[config.mk]
export PLATFORM = sky130hd
export DESIGN_NAME = rotation_source_address_generator_core
export DESIGN_NICKNAME = d
export VERILOG_FILES = /design/src/hdl/rsag_pkg.sv /design/src/hdl/rotation_source_address_generator_core.sv /design/src/hdl/rsag_cfg.sv /design/src/hdl/rsag_map.sv
export SDC_FILE = /design/constraint.sdc
export NUM_CORES = 2
export LEC_CHECK = 0
export ABC_AREA = 0
export BUFFER_PORTS_ARGS = -buffer_cell sky130_fd_sc_hd__buf_2
export CAP_MARGIN = 20
export CORE_ASPECT_RATIO = 1.1
export CORE_UTILIZATION = 45
export CTS_CLUSTER_DIAMETER = 200
export DETAILED_ROUTE_END_ITERATION = 8
export GPL_TIMING_DRIVEN = 0
export SETUP_SLACK_MARGIN = 0.5
export SYNTH_ARGS = -nofsm -noshare
export SYNTH_HDL_FRONTEND = slang
export SYNTH_MEMORY_MAX_BITS = 65536
export SYNTH_SLANG_ARGS = --single-unit
[constraint.sdc]
create_clock -name clk_i -period 39.5 [get_ports clk_i]
set_input_delay 7.9 -clock clk_i [delete_from_list [all_inputs] [get_ports clk_i]]
set_output_delay 7.9 -clock clk_i [all_outputs]
set_load 0.01 [all_outputs]
[src/hdl/rsag_pkg.sv]
`timescale 1ns / 1ps
`default_nettype none

package rsag_pkg;

  // Fixed-point format of the sine / cosine values
  localparam int FRAC_BITS = 16;
  localparam int TRIG_W    = FRAC_BITS + 2;   // signed, holds +/- 1.0
  localparam int ROM_W     = FRAC_BITS + 1;   // unsigned magnitude, holds 1.0

  // Image size limit and field widths
  localparam int MAX_DIM   = 2048;
  localparam int COORD_W   = 11;
  localparam int DIM_W     = 12;
  localparam int ANGLE_W   = 10;
  localparam int CFG_IDX_W = 2;
  localparam int CFG_DW    = 12;

  // Configuration register indexes
  localparam logic [CFG_IDX_W-1:0] CFG_ANGLE  = 2'd0;
  localparam logic [CFG_IDX_W-1:0] CFG_WIDTH  = 2'd1;
  localparam logic [CFG_IDX_W-1:0] CFG_HEIGHT = 2'd2;

  // Reset values
  localparam logic [DIM_W-1:0] DIM_RESET = 12'd1024;

  typedef struct packed {
    logic [COORD_W-1:0] dest_x;
    logic [COORD_W-1:0] dest_y;
  } in_t;

  typedef struct packed {
    logic [COORD_W-1:0] out_dest_x;
    logic [COORD_W-1:0] out_dest_y;
    logic [COORD_W-1:0] src_x;
    logic [COORD_W-1:0] src_y;
    logic               in_range;
  } out_t;

  // Settings handed from the register block to the datapath
  typedef struct packed {
    logic signed [TRIG_W-1:0] cos_v;
    logic signed [TRIG_W-1:0] sin_v;
    logic [DIM_W-1:0]         width;   // saturated to MAX_DIM
    logic [DIM_W-1:0]         height;  // saturated to MAX_DIM
  } cfg_t;

  typedef struct packed {
    logic signed [TRIG_W-1:0] cos_v;
    logic signed [TRIG_W-1:0] sin_v;
  } trig_t;

  // sin(d degrees) * 2^16, rounded, d = 0..90
  function automatic logic [ROM_W-1:0] sin_rom(input logic [6:0] d);
    logic [ROM_W-1:0] v;
    case (d)
      7'd0:  v = 17'd0;
      7'd1:  v = 17'd1144;
      7'd2:  v = 17'd2287;
      7'd3:  v = 17'd3430;
      7'd4:  v = 17'd4572;
      7'd5:  v = 17'd5712;
      7'd6:  v = 17'd6850;
      7'd7:  v = 17'd7987;
      7'd8:  v = 17'd9121;
      7'd9:  v = 17'd10252;
      7'd10: v = 17'd11380;
      7'd11: v = 17'd12505;
      7'd12: v = 17'd13626;
      7'd13: v = 17'd14742;
      7'd14: v = 17'd15855;
      7'd15: v = 17'd16962;
      7'd16: v = 17'd18064;
      7'd17: v = 17'd19161;
      7'd18: v = 17'd20252;
      7'd19: v = 17'd21336;
      7'd20: v = 17'd22415;
      7'd21: v = 17'd23486;
      7'd22: v = 17'd24550;
      7'd23: v = 17'd25607;
      7'd24: v = 17'd26656;
      7'd25: v = 17'd27697;
      7'd26: v = 17'd28729;
      7'd27: v = 17'd29753;
      7'd28: v = 17'd30767;
      7'd29: v = 17'd31772;
      7'd30: v = 17'd32768;
      7'd31: v = 17'd33754;
      7'd32: v = 17'd34729;
      7'd33: v = 17'd35693;
      7'd34: v = 17'd36647;
      7'd35: v = 17'd37590;
      7'd36: v = 17'd38521;
      7'd37: v = 17'd39441;
      7'd38: v = 17'd40348;
      7'd39: v = 17'd41243;
      7'd40: v = 17'd42126;
      7'd41: v = 17'd42995;
      7'd42: v = 17'd43852;
      7'd43: v = 17'd44695;
      7'd44: v = 17'd45525;
      7'd45: v = 17'd46341;
      7'd46: v = 17'd47143;
      7'd47: v = 17'd47930;
      7'd48: v = 17'd48703;
      7'd49: v = 17'd49461;
      7'd50: v = 17'd50203;
      7'd51: v = 17'd50931;
      7'd52: v = 17'd51643;
      7'd53: v = 17'd52339;
      7'd54: v = 17'd53020;
      7'd55: v = 17'd53684;
      7'd56: v = 17'd54332;
      7'd57: v = 17'd54963;
      7'd58: v = 17'd55578;
      7'd59: v = 17'd56175;
      7'd60: v = 17'd56756;
      7'd61: v = 17'd57319;
      7'd62: v = 17'd57865;
      7'd63: v = 17'd58393;
      7'd64: v = 17'd58903;
      7'd65: v = 17'd59396;
      7'd66: v = 17'd59870;
      7'd67: v = 17'd60326;
      7'd68: v = 17'd60764;
      7'd69: v = 17'd61183;
      7'd70: v = 17'd61584;
      7'd71: v = 17'd61966;
      7'd72: v = 17'd62328;
      7'd73: v = 17'd62672;
      7'd74: v = 17'd62997;
      7'd75: v = 17'd63303;
      7'd76: v = 17'd63589;
      7'd77: v = 17'd63856;
      7'd78: v = 17'd64104;
      7'd79: v = 17'd64332;
      7'd80: v = 17'd64540;
      7'd81: v = 17'd64729;
      7'd82: v = 17'd64898;
      7'd83: v = 17'd65048;
      7'd84: v = 17'd65177;
      7'd85: v = 17'd65287;
      7'd86: v = 17'd65376;
      7'd87: v = 17'd65446;
      7'd88: v = 17'd65496;
      7'd89: v = 17'd65526;
      7'd90: v = 17'd65536;
      default: v = 17'd0;
    endcase
    return v;
  endfunction

  // Reduce an angle to 0..359 and fold by quadrant into cos / sin
  function automatic trig_t angle_trig(input logic signed [ANGLE_W-1:0] ang);
    logic signed [ANGLE_W:0] m1;
    logic signed [ANGLE_W:0] m2;
    logic [8:0]              m;
    logic [1:0]              quad;
    logic [8:0]              base;
    logic [6:0]              r;
    logic [6:0]              rc;
    logic signed [TRIG_W-1:0] sr;
    logic signed [TRIG_W-1:0] sc;
    trig_t                   t;
    m1 = (ang < 0) ? (ANGLE_W+1)'(ang) + 11'sd360 : (ANGLE_W+1)'(ang);
    m2 = (m1 < 0) ? m1 + 11'sd360 : m1;
    m  = (m2 >= 11'sd360) ? 9'(m2 - 11'sd360) : 9'(m2);
    if (m >= 9'd270) begin
      quad = 2'd3;
      base = 9'd270;
    end else if (m >= 9'd180) begin
      quad = 2'd2;
      base = 9'd180;
    end else if (m >= 9'd90) begin
      quad = 2'd1;
      base = 9'd90;
    end else begin
      quad = 2'd0;
      base = 9'd0;
    end
    r  = 7'(m - base);
    rc = 7'd90 - r;
    sr = signed'({1'b0, sin_rom(r)});
    sc = signed'({1'b0, sin_rom(rc)});
    case (quad)
      2'd0: begin
        t.sin_v = sr;
        t.cos_v = sc;
      end
      2'd1: begin
        t.sin_v = sc;
        t.cos_v = -sr;
      end
      2'd2: begin
        t.sin_v = -sr;
        t.cos_v = -sc;
      end
      default: begin
        t.sin_v = -sc;
        t.cos_v = sr;
      end
    endcase
    return t;
  endfunction

endpackage

`default_nettype wire

[src/hdl/rotation_source_address_generator_core.sv]
`timescale 1ns / 1ps
`default_nettype none

// Path: input register, then the single rotate/compare stage into the result register.
// Throughput: one request per cycle unless the output stalls; input register
//   and result register each hold one request.
// Reset: asynchronous active low; pipeline empties, angle 0, width and
//   height 1024.
module rotation_source_address_generator_core import rsag_pkg::*; (
  input  wire logic                 clk_i,
  input  wire logic                 rst_ni,
  input  wire logic                 cfg_we_i,
  input  wire logic [CFG_IDX_W-1:0] cfg_idx_i,
  input  wire logic [CFG_DW-1:0]    cfg_wdata_i,
  input  wire logic                 in_valid_i,
  output logic                      in_stall_o,
  input  wire in_t                  in_req_i,
  output logic                      out_valid_o,
  input  wire logic                 out_stall_i,
  output out_t                      out_res_o
);

  cfg_t cfg;

  // Register block
  rsag_cfg u_cfg (
    .clk_i      (clk_i),
    .rst_ni     (rst_ni),
    .cfg_we_i   (cfg_we_i),
    .cfg_idx_i  (cfg_idx_i),
    .cfg_wdata_i(cfg_wdata_i),
    .cfg_o      (cfg)
  );

  // Address pipeline
  rsag_map u_map (
    .clk_i      (clk_i),
    .rst_ni     (rst_ni),
    .cfg_i      (cfg),
    .in_valid_i (in_valid_i),
    .in_stall_o (in_stall_o),
    .in_req_i   (in_req_i),
    .out_valid_o(out_valid_o),
    .out_stall_i(out_stall_i),
    .out_res_o  (out_res_o)
  );

endmodule

`default_nettype wire

[src/hdl/rsag_cfg.sv]
`timescale 1ns / 1ps
`default_nettype none

// Configuration registers; angle is folded into cos / sin at write time
module rsag_cfg import rsag_pkg::*; (
  input  wire logic                 clk_i,
  input  wire logic                 rst_ni,
  input  wire logic                 cfg_we_i,
  input  wire logic [CFG_IDX_W-1:0] cfg_idx_i,
  input  wire logic [CFG_DW-1:0]    cfg_wdata_i,
  output cfg_t                      cfg_o
);

  localparam logic [DIM_W-1:0] MaxDimV = DIM_W'(MAX_DIM);

  cfg_t  cfg_q, cfg_d;
  trig_t trig;
  logic [DIM_W-1:0] dim_sat;

  // Trig lookup and size saturation on the write data
  assign trig    = angle_trig(signed'(cfg_wdata_i[ANGLE_W-1:0]));
  assign dim_sat = (cfg_wdata_i > MaxDimV) ? MaxDimV : cfg_wdata_i;

  always_comb begin
    cfg_d = cfg_q;
    if (cfg_we_i) begin
      case (cfg_idx_i)
        CFG_ANGLE: begin
          cfg_d.cos_v = trig.cos_v;
          cfg_d.sin_v = trig.sin_v;
        end
        CFG_WIDTH:  cfg_d.width  = dim_sat;
        CFG_HEIGHT: cfg_d.height = dim_sat;
        default: ;
      endcase
    end
  end

  always_ff @(posedge clk_i or negedge rst_ni) begin
    if (!rst_ni) begin
      cfg_q.cos_v  <= TRIG_W'(signed'(1 <<< FRAC_BITS));
      cfg_q.sin_v  <= '0;
      cfg_q.width  <= DIM_RESET;
      cfg_q.height <= DIM_RESET;
    end else begin
      cfg_q <= cfg_d;
    end
  end

  assign cfg_o = cfg_q;

  // cos and sin are never zero together
  a_trig_nonzero: assert property (@(posedge clk_i) disable iff (!rst_ni)
    !(cfg_q.cos_v == '0 && cfg_q.sin_v == '0))
    else $error("cos and sin both zero");

  // sizes stay saturated
  a_dim_sat: assert property (@(posedge clk_i) disable iff (!rst_ni)
    cfg_q.width <= MaxDimV && cfg_q.height <= MaxDimV)
    else $error("image size above limit");

endmodule

`default_nettype wire

[src/hdl/rsag_map.sv]
`timescale 1ns / 1ps
`default_nettype none

// Two-register pipeline: input register, rotate + range check, result register
module rsag_map import rsag_pkg::*; (
  input  wire logic clk_i,
  input  wire logic rst_ni,
  input  wire cfg_t cfg_i,
  input  wire logic in_valid_i,
  output logic      in_stall_o,
  input  wire in_t  in_req_i,
  output logic      out_valid_o,
  input  wire logic out_stall_i,
  output out_t      out_res_o
);

  localparam int PROD_W = TRIG_W + DIM_W;
  localparam int SUM_W  = 32;
  localparam int INT_W  = SUM_W - FRAC_BITS;

  logic s1_valid_q, s1_valid_d;
  in_t  s1_req_q;
  logic o_valid_q, o_valid_d;
  out_t o_res_q, o_res_d;
  logic adv;
  logic take;

  logic [COORD_W-1:0]       half_w, half_h;
  logic signed [DIM_W-1:0]  off_a, off_b;
  logic signed [PROD_W-1:0] p_ca, p_sb, p_sa, p_cb;
  logic signed [SUM_W-1:0]  sum_x, sum_y;
  logic [SUM_W-1:0]         mag_x, mag_y;
  logic [INT_W-1:0]         int_x, int_y;
  logic                     ok_x, ok_y, ok;

  // Handshake: result register frees up or is empty
  assign adv        = !o_valid_q || !out_stall_i;
  assign take       = in_valid_i && !in_stall_o;
  assign in_stall_o = s1_valid_q && !adv;
  assign s1_valid_d = take ? 1'b1 : (adv ? 1'b0 : s1_valid_q);
  assign o_valid_d  = adv ? s1_valid_q : o_valid_q;

  // Offsets from the image center
  assign half_w = cfg_i.width[DIM_W-1:1];
  assign half_h = cfg_i.height[DIM_W-1:1];
  assign off_a  = signed'({1'b0, s1_req_q.dest_x}) - signed'({1'b0, half_w});
  assign off_b  = signed'({1'b0, s1_req_q.dest_y}) - signed'({1'b0, half_h});

  // Rotation products
  assign p_ca = PROD_W'(cfg_i.cos_v) * PROD_W'(off_a);
  assign p_sb = PROD_W'(cfg_i.sin_v) * PROD_W'(off_b);
  assign p_sa = PROD_W'(cfg_i.sin_v) * PROD_W'(off_a);
  assign p_cb = PROD_W'(cfg_i.cos_v) * PROD_W'(off_b);

  assign sum_x = SUM_W'(p_ca) + SUM_W'(p_sb)
               + signed'({{(SUM_W-COORD_W-FRAC_BITS){1'b0}}, half_w, {FRAC_BITS{1'b0}}});
  assign sum_y = SUM_W'(p_cb) - SUM_W'(p_sa)
               + signed'({{(SUM_W-COORD_W-FRAC_BITS){1'b0}}, half_h, {FRAC_BITS{1'b0}}});

  // Truncate toward zero, then range check
  assign mag_x = sum_x[SUM_W-1] ? unsigned'(-sum_x) : unsigned'(sum_x);
  assign mag_y = sum_y[SUM_W-1] ? unsigned'(-sum_y) : unsigned'(sum_y);
  assign int_x = mag_x[SUM_W-1:FRAC_BITS];
  assign int_y = mag_y[SUM_W-1:FRAC_BITS];
  assign ok_x  = (!sum_x[SUM_W-1] || int_x == '0) && (int_x < INT_W'(cfg_i.width));
  assign ok_y  = (!sum_y[SUM_W-1] || int_y == '0) && (int_y < INT_W'(cfg_i.height));
  assign ok    = ok_x && ok_y;

  always_comb begin
    o_res_d = o_res_q;
    if (adv) begin
      o_res_d.out_dest_x = s1_req_q.dest_x;
      o_res_d.out_dest_y = s1_req_q.dest_y;
      o_res_d.src_x      = ok ? int_x[COORD_W-1:0] : '0;
      o_res_d.src_y      = ok ? int_y[COORD_W-1:0] : '0;
      o_res_d.in_range   = ok;
    end
  end

  // Control registers
  always_ff @(posedge clk_i or negedge rst_ni) begin
    if (!rst_ni) begin
      s1_valid_q <= 1'b0;
      o_valid_q  <= 1'b0;
    end else begin
      s1_valid_q <= s1_valid_d;
      o_valid_q  <= o_valid_d;
    end
  end

  // Payload registers
  always_ff @(posedge clk_i) begin
    if (take) begin
      s1_req_q <= in_req_i;
    end
    o_res_q <= o_res_d;
  end

  assign out_valid_o = o_valid_q;
  assign out_res_o   = o_res_q;

  // an item in the input register moves on when the result register frees
  a_s1_moves: assert property (@(posedge clk_i) disable iff (!rst_ni)
    s1_valid_q && adv |=> o_valid_q)
    else $error("request lost between stages");

  // out-of-range results carry a zero source address
  a_zero_src: assert property (@(posedge clk_i) disable iff (!rst_ni)
    o_valid_q && !o_res_q.in_range |-> o_res_q.src_x == '0 && o_res_q.src_y == '0)
    else $error("nonzero source for out-of-range pixel");

endmodule

`default_nettype wire
==> flow_summary.ini <==
[outcome]
outcome = finished, final reports clean

[die]
dieArea_sq_um = 106000
ios = 88
start_util = 0.455
core-area_sq_um = 104000
rows = 124
die_h_microns = 342
die_x_microns = 311

[sta]
hold_viol = 0
rsz0062_at_grt = no
max_freq_mhz = 46.9
period_minus_slack_ns = 21.31
fin_tns_setup_ns = 0
finalMaxSlewViolations = 0
setup_viol = 0
final.setup.worst_slack_ns = 18.19
worst_pin_slew_ns = 1.30
skew_ns = 0.0141
maxSlewHeadroom = 0.127
finalCritPeriodShare = 0.539

[yosys]
ys_warn_count = 0
syn-num-nets = 6623
synth_area_per_cell_sq_um = 8.87
async_flop_share = 0.481
yosysTopAreaCell = fa_1
netlist_top_cells_area = fa_1 39%, ha_1 8.6%, inv_1 7.6%, nand2_1 4.9%, and2_1 4.6%
synth_top_area_frac = 0.389
synth-edff-count = 67
synth.yosys.seq_area_share = 0.0754
synth_cell_types = 127
synth_flop_cell = edfxtp_1
netlist_instances = 5336
ys_ff_latch = 129
syn_area_sq_um = 47300

[grt]
grt_max_degree = 63
grt_pass1_wl_microns = 275000
gr-total-overflow = 0
antenna_found_initial = 16
grt_pass1_vias = 41500
grtUsageTotal = 0.356

[setup_path]
ff2ff_path_depth = 59
slowest_stage = clkbuf_1
criticalPathCategory = in2reg
cp.required_ns = 39.77
max_stage_delay_ns = 0.66
crit_path_max_fanout = 11
end_kind = register
crit_top_cell = ha_1
worstSetupStartpointType = input port
critPathArrivalTime_ns = 21.58

[clocking]
cts_resized = 0
cts_hold_buffers = 0
cts_tree = built
clkLatencyLatePin_ns = 0.45
cts_max_path_buffers = 2
cts_sinks = 129
htree_num_levels = 4
clockRootBuffer = clkbuf_16
clk_pin_slew_ns = 0.06
numCtsBuffers = 17
cts_setup_buffers = 0

[flow_run]
maxCapViolations = 0

[routing]
via_count = 40200
drc_errors = 0
postRouteAntennaNets = 0
firstDrtPassIters = 6
via_per_inst = 5.85
routedWlPerCell_microns = 27.1
drt-total-wl_microns = 187000
dr.first_iter.drc_count = 3487

[cells_and_area]
fin_nets = 6757
fin_util = 0.485
layout-drive-gt1-share = 0.0673
num-fill-cells = 10200
syn_to_final_growth_pct = 6.77

[place]
routabilityCongestion = 1.02
io_buffers = 85
dpl_worst_slack_ns = 18.09
dp_hpwl_microns = 154000

[worst_hold_path]
hold_path.class = reg2reg
whs_path_depth = 0
-- placed cells by master (no fill, tap or decap), types with 30 or more instances in the layout --
master	instances
inv_1	960
fa_1	920
nand2_1	611
and2_1	347
ha_1	326
clkbuf_1	231
nor2_1	210
a21oi_1	207
o21ai_0	170
xnor2_1	114
buf_2	112
nand2b_1	72
edfxtp_1	67
nor2b_1	66
nor3_1	62
a21o_1	59
dfrtp_1	59
nand3_1	53
xor2_1	49
mux2i_1	46
or2_2	41
a211oi_1	31
a31oi_1	30
-- state kept, by name (all words and copies together) (netlist names) --
register           flops
u_cfg.cfg_o           60
u_map.out_res_o       45
u_map.out_valid_o      1
u_map.s1_req_q        22
u_map.s1_valid_q       1
-- path summary, 6_finish.rpt --
kind / end / slack (ns) / from
setup / recovery: u_cfg.cfg_o[38]$_DFFE_PN0P_ / 18.19 / cfg_wdata_i[3]
hold / removal: u_map.out_res_o[34]$_DFFE_PP_ / 0.46 / u_map.s1_req_q[11]$_DFFE_PP_
setup reg to reg: u_map.out_res_o[7]$_SDFFCE_PN0P_ / 21.96 / u_cfg.cfg_o[2]$_DFFE_PN0P_
hold reg to reg: u_map.out_res_o[34]$_DFFE_PP_ / 0.46 / u_map.s1_req_q[11]$_DFFE_PP_
max in group asynchronous: u_cfg.cfg_o[28]$_DFFE_PN0P_ / 31.33 / rst_ni
min in group asynchronous: u_map.s1_valid_q$_DFFE_PN0P_ / 7.55 / rst_ni
-- per-stage QoR --
stage                     hold WS (ns)  cell area, sq um  cells
after detailed placement         0.442             49900   6835
after global placement           0.434             49500   6807
after CTS                        0.458             50500   6866
after floorplan                  0.426             47300   5336
after global routing             0.464             50500   6871
final                            0.459             50500   6877
-- cell usage after synthesis (22+ instances only) --
library cell / instances
inv_1: 960
fa_1: 920
nand2_1: 612
and2_1: 347
ha_1: 326
clkbuf_1: 230
nor2_1: 211
a21oi_1: 207
o21ai_0: 170
xnor2_1: 121
nand2b_1: 72
edfxtp_1: 67
nor2b_1: 66
nor3_1: 62
a21o_1: 59
dfrtp_1: 59
nand3_1: 53
xor2_1: 53
mux2i_1: 46
or2_2: 41
a211oi_1: 31
a31oi_1: 30
o211ai_1: 29
buf_2: 27
o22ai_1: 25
nand4_1: 22
-- area by class of cell --
cell class                 instances  area (sq um)  share of cell area
multi-input combinational       3959         39100               0.774
inverter                         966          3630              0.0718
sequential                       129          3570              0.0706
tap                             1386          1730              0.0343
buffer                           282          1150              0.0227
timing repair buffer             115           783              0.0155
clock buffer                      18           429             0.00849
clock inverter                    13           129             0.00255
antenna                            9          22.5            0.000446
-- metal layers --
layer  GRT usage  vias to the layer above  part of all wire
li1            -                    17200                 -
met1       0.414                    20300              0.36
met2       0.590                     2001              0.47
met3      0.0573                      649             0.078
met4       0.279                       10             0.096
met5           0                        -           0.00039
-- worst max-delay path, delay by kind of cell --
| family | cells | cell delay [ns] |
|---|---|---|
| multiplexers | 5 | 1.59 |
| AO/OA/AOI/OAI | 9 | 2.37 |
| XOR/XNOR | 1 | 0.17 |
| adder cells (fa/ha/maj) | 8 | 2.89 |
| buffers and inverters | 11 | 3.91 |
| AND/OR/NAND/NOR | 12 | 2.70 |
-- cell families (layout without fill, tap and decap cells) --
family          after synthesis  count (layout)  synth area share
mux                          86              86            0.0227
fa+ha+maj                  1247            1247             0.476
flops                       129             129            0.0754
compound gates              823             823             0.117
other cells                   0               9                 0
simple gates               1622            1622             0.173
buf+inv                    1248            1394             0.101
xor+xnor                    181             181            0.0347
Power is left out: the tool's default activity adds up to more than one toggle a clock period on the data nets, which glitch-free logic cannot reach.
